--- src/rtl/core/btpc_pkg.sv ---
package btpc_pkg;

  localparam int TEMP_FRAC_BITS  = 16;
  localparam int PRESS_FRAC_BITS = 6;

  localparam int CFG_INDEX_W = 2;
  localparam int CFG_DATA_W  = 48;

  typedef enum logic [CFG_INDEX_W-1:0] {
    REG_TEMP_TRIM  = 2'd0,
    REG_PRESS_LOW  = 2'd1,
    REG_PRESS_MID  = 2'd2,
    REG_PRESS_HIGH = 2'd3
  } cfg_reg_t;

  typedef struct packed {
    logic [15:0] t1;
    logic [15:0] t2;
    logic [7:0]  t3;
  } temp_coef_t;

  typedef struct packed {
    logic [15:0] p1;
    logic [15:0] p2;
    logic [7:0]  p3;
    logic [7:0]  p4;
    logic [15:0] p5;
    logic [15:0] p6;
    logic [7:0]  p7;
    logic [7:0]  p8;
    logic [15:0] p9;
    logic [7:0]  p10;
    logic [7:0]  p11;
  } press_coef_t;

  // temperature stage result handed to the pressure pipeline
  typedef struct packed {
    logic [31:0] tq;
    logic [23:0] tout;
    logic [23:0] raw_press;
  } temp_res_t;

  function automatic temp_coef_t decode_temp(input logic [39:0] trim);
    temp_coef_t c;
    c.t1 = trim[15:0];
    c.t2 = trim[31:16];
    c.t3 = trim[39:32];
    return c;
  endfunction

  function automatic press_coef_t decode_press(input logic [47:0] lo,
                                               input logic [47:0] mid,
                                               input logic [31:0] hi);
    press_coef_t c;
    c.p1  = lo[15:0];
    c.p2  = lo[31:16];
    c.p3  = lo[39:32];
    c.p4  = lo[47:40];
    c.p5  = mid[15:0];
    c.p6  = mid[31:16];
    c.p7  = mid[39:32];
    c.p8  = mid[47:40];
    c.p9  = hi[15:0];
    c.p10 = hi[23:16];
    c.p11 = hi[31:24];
    return c;
  endfunction

endpackage

--- src/rtl/core/btpc_temp.sv ---
module btpc_temp (
  input  logic                   clk,
  input  logic                   rst,
  input  logic                   adv,
  input  logic                   in_valid,
  input  logic [23:0]            raw_press,
  input  logic [23:0]            raw_temp,
  input  btpc_pkg::temp_coef_t   coef,
  output logic                   res_valid,
  output btpc_pkg::temp_res_t    res
);

  localparam int TOUT_SHIFT = 48 - btpc_pkg::TEMP_FRAC_BITS;
  localparam logic signed [61:0] TOUT_HALF = 62'sd1 <<< (TOUT_SHIFT - 1);
  localparam logic signed [61:0] TOUT_LO   = -(62'sd40 <<< btpc_pkg::TEMP_FRAC_BITS);
  localparam logic signed [61:0] TOUT_HI   = 62'sd85 <<< btpc_pkg::TEMP_FRAC_BITS;
  localparam logic signed [61:0] TQ_HALF   = 62'sd1 <<< 23;
  localparam logic signed [61:0] TQ_LO     = -(62'sd40 <<< 24);
  localparam logic signed [61:0] TQ_HI     = 62'sd85 <<< 24;

  logic [2:0]         v;
  logic signed [24:0] d1;
  logic signed [41:0] m1;
  logic signed [49:0] m2;
  logic signed [60:0] t48;
  logic [23:0]        rp1;
  logic [23:0]        rp2;
  logic [23:0]        rp3;

  logic signed [24:0] d_next;
  logic signed [41:0] m1_next;
  logic signed [49:0] m2_next;
  logic signed [57:0] m3;
  logic signed [60:0] t48_next;
  logic signed [61:0] tout_r;
  logic signed [61:0] tq_r;
  logic signed [61:0] tout_c;
  logic signed [61:0] tq_c;

  always_comb begin
    d_next   = $signed({1'b0, raw_temp}) - $signed({1'b0, coef.t1, 8'h00});
    m1_next  = d1 * $signed({1'b0, coef.t2});
    m2_next  = d1 * d1;
    m3       = m2 * $signed(coef.t3);
    t48_next = (61'(m1) <<< 18) + 61'(m3);
    tout_r   = (62'(t48) + TOUT_HALF) >>> TOUT_SHIFT;
    tq_r     = (62'(t48) + TQ_HALF) >>> 24;
    if (tout_r < TOUT_LO) begin
      tout_c = TOUT_LO;
    end else if (tout_r > TOUT_HI) begin
      tout_c = TOUT_HI;
    end else begin
      tout_c = tout_r;
    end
    if (tq_r < TQ_LO) begin
      tq_c = TQ_LO;
    end else if (tq_r > TQ_HI) begin
      tq_c = TQ_HI;
    end else begin
      tq_c = tq_r;
    end
  end

  always_ff @(posedge clk) begin
    if (rst) begin
      v         <= '0;
      res_valid <= 1'b0;
    end else if (adv) begin
      v         <= {v[1:0], in_valid};
      res_valid <= v[2];
    end
    if (adv) begin
      d1            <= d_next;
      rp1           <= raw_press;
      m1            <= m1_next;
      m2            <= m2_next;
      rp2           <= rp1;
      t48           <= t48_next;
      rp3           <= rp2;
      res.tout      <= 24'(tout_c);
      res.tq        <= 32'(tq_c);
      res.raw_press <= rp3;
    end
  end

endmodule

--- config.mk ---
export PLATFORM = sky130hd
export DESIGN_NAME = btpc_temp
export DESIGN_NICKNAME = d
export VERILOG_FILES = /design/src/rtl/core/btpc_pkg.sv /design/src/rtl/core/btpc_temp.sv
export SDC_FILE = /design/constraint.sdc
export NUM_CORES = 2
export LEC_CHECK = 0
export ABC_AREA = 1
export BUFFER_PORTS_ARGS = -buffer_cell sky130_fd_sc_hd__clkbuf_2
export CAP_MARGIN = 20
export CORE_AREA = 5 5 369 298
export DETAILED_ROUTE_END_ITERATION = 8
export DIE_AREA = 0 0 374 303
export GPL_TIMING_DRIVEN = 0
export PLACE_DENSITY = 0.78
export SETUP_SLACK_MARGIN = 0.2
export SYNTH_ARGS = -nofsm -noshare
export SYNTH_HDL_FRONTEND = slang
export SYNTH_SLANG_ARGS = --single-unit
--- constraint.sdc ---
create_clock -name clk -period 21 [get_ports clk]
set_clock_uncertainty 0.05 [all_clocks]
set_input_delay 2.1 -clock clk [delete_from_list [all_inputs] [get_ports clk]]
set_output_delay 2.1 -clock clk [all_outputs]
set_load 0.05 [all_outputs]
==> reports/metrics.yaml <==
outcome:
  outcome: "finished, final reports clean"
sta:
  fin_crit_sh_pct: 49.0
  fin_tns_setup_ps: 0
  slew_viol_final: 0
  worstMarginPinSlew_ps: 1330
  setup_viol: 0
  rsz0062_at_grt: "false"
  fin_crit_ps: 10280
  max_freq_ghz: 0.0972
  fin_ws_ps: 10720
  maxSlewHeadroom_pct: 11.4
  hold_viol: 0
finish:
  finalNonFillerCells: 9115
  area_growth_syn_to_layout_pct: 6.56
  drive_above_1_share_pct: 4.71
  nNetsFinal: 9468
  postLayoutCellArea_mm2: 0.0682
min_path:
  hold_class: "register to register"
synth:
  netlist_instances: 7452
  ys.flop_type: "edfxtp_1"
  async_flop_share_pct: 0
  synth_fp_nets: 9258
  yosys_warnings: 0
  synth_edf_count: 306
  syn_area_per_cell_um2: 8.58
  synth_largest_area_cell: "fa_1"
  synth_area_leaders: "fa_1 (42%), edfxtp_1 (14%), inv_1 (13%)"
  synth-seq-cells: 310
  netlist_area_mm2: 0.0640
  ys_seq_area_share_pct: 14.5
  synth_top_area_share_pct: 42.3
  yosysUniqueCellTypes: 49
clock_network:
  numCtsBuffers: 38
  clockBufferDepth: 3
  cts_hold_buf: 0
  cts_resized: 0
  clockRootBuffer: "clkbuf_16"
  clkTransAtPathRegs_ps: 60
  cts_tree: "built"
  cts.sinks: 310
  clock_latency_ps: 630
  post_cts_buffers: 0
  htree_levels: 2
routing:
  firstDrtPassIters: 6
  vias_per_cell: 5.56
  wl_um: 202000
  ant_nets: 0
  drt_iter0_drc: 6000
  drc_errors: 0
  vias: 50700
  wl_per_cell_um: 22.2
floorplanning:
  die_y_um: 303
  row_count: 107
  die_w_um: 374
  initial_core_util_pct: 60.4
  coreArea_mm2: 0.106
  ios: 173
  die_area_mm2: 0.113
grt:
  grtUsageTotal_pct: 36.6
  grt_pass1_wl_um: 308000
  overflow: 0
  grt_pass1_vias: 51900
  grt_max_degree: 126
  antenna_found_initial: 9
flow_run:
  max_cap_viol_count: 0
place:
  pre_cts_slack_ps: 11450
  dp_hpwl_um: 172000
  io_buffers: 149
  placed_cell_area_mm2: 0.0666
  gp_congestion: 1.05
  placed_cells: 9027
worst_setup_path:
  path_max_fanout: 11
  endpoint_kind: "register"
  required_ps: 21300
  critPathArrivalTime_ps: 10590
  critPathKind: "register to register"
  start_kind: "register"
-- layer usage --
metal  global-route usage, %  vias to the layer above  wire (um)
met4                    11.3                        8       7100
met1                    53.5                    25300      83200
met5                   0.461                        -        100
li1                        -                    21800          -
met2                    49.0                     3130      78800
met3                    16.4                      426      33000
-- final timing paths --
kind / startpoint / to / slack (ps) / cells after the start
max: d1[24] / m2[42] / 10720 / 22
min: rp1[3] / rp2[3] / 320 / 0
max reg2reg: d1[24] / m2[42] / 10720 / 22
min reg2reg: rp1[3] / rp2[3] / 320 / 0
-- worst max-delay path, stage by stage (launching register included) --
cell	delay [ps]
edfxtp_1	810
clkbuf_1	790
buf_1	840
nand2_1	130
inv_1	110
fa_1	580
fa_1	490
fa_1	1020
inv_1	520
fa_1	650
inv_1	60
fa_1	530
inv_1	50
fa_1	470
inv_1	40
ha_1	360
a21o_1	210
a31oi_1	560
o21bai_1	490
nor2_1	250
nand3_1	470
a21oi_1	350
xnor2_1	150
-- Yosys cell counts, types with 12 or more instances --
library cell	instances
clkbuf_1	248
a31oi_1	38
a21o_1	26
nand4_1	29
ha_1	362
o21a_1	14
nor3_1	26
buf_1	12
o21ai_0	114
a21oi_1	196
fa_1	1352
nor4_1	14
nand2_1	1543
inv_1	2287
or2_2	51
nor2_2	44
nor2_1	346
xnor2_1	69
edfxtp_1	306
xor2_1	138
o21bai_1	26
nand3_1	112
-- cell families (layout without fill, tap and decap cells) --
| kind of cell | count (synthesis) | in the layout | share of synthesized area, % |
|---|---|---|---|
| adder cells (fa/ha/maj) | 1714 | 1714 | 49.4 |
| AND/OR/NAND/NOR | 2202 | 2202 | 14.0 |
| AO/OA/AOI/OAI | 464 | 464 | 4.20 |
| other | 2 | 8 | 0.0117 |
| XOR/XNOR | 208 | 208 | 2.86 |
| flip-flops | 310 | 310 | 14.5 |
| buffers and inverters | 2552 | 2792 | 15.0 |
-- per-stage QoR --
stage | hold slack [ps] | util, %
floorplan | 350 | -
global placement | 350 | 62.8
detailed placement | 355 | 62.9
CTS | 334 | 64.2
global route | 348 | 64.3
finish | 325 | 64.4
-- cells in the final DEF (no fill, tap or decap), types with 69 or more instances in the layout --
cell type,n
xnor2_1,69
ha_1,362
clkbuf_1,254
nor2_1,346
nand3_1,112
nand2_1,1543
inv_1,2287
xor2_1,138
a21oi_1,196
fa_1,1352
clkbuf_2,148
edfxtp_1,306
o21ai_0,114
-- area by class of cell --
cell class / instances / area (um2)
multi-input cells: 4590 / 45100
inverters: 2288 / 8590
plain buffers: 264 / 1020
fillers: 9018 / 37700
flip-flops and latches: 310 / 9270
well taps: 1417 / 1770
clock buffers: 44 / 973
repair buffers: 170 / 1080
clock inverters: 26 / 350
diodes: 6 / 15.0
-- state kept, by name, indices dropped and copies added (netlist names) --
name	count
res	80
m2	49
m1	42
t48	38
d1	25
rp1	24
rp2	24
rp3	24
v	3
res_valid	1
Power is not shown: default switching activity piles up to over one toggle a cycle in this logic, so the estimate is an artifact.
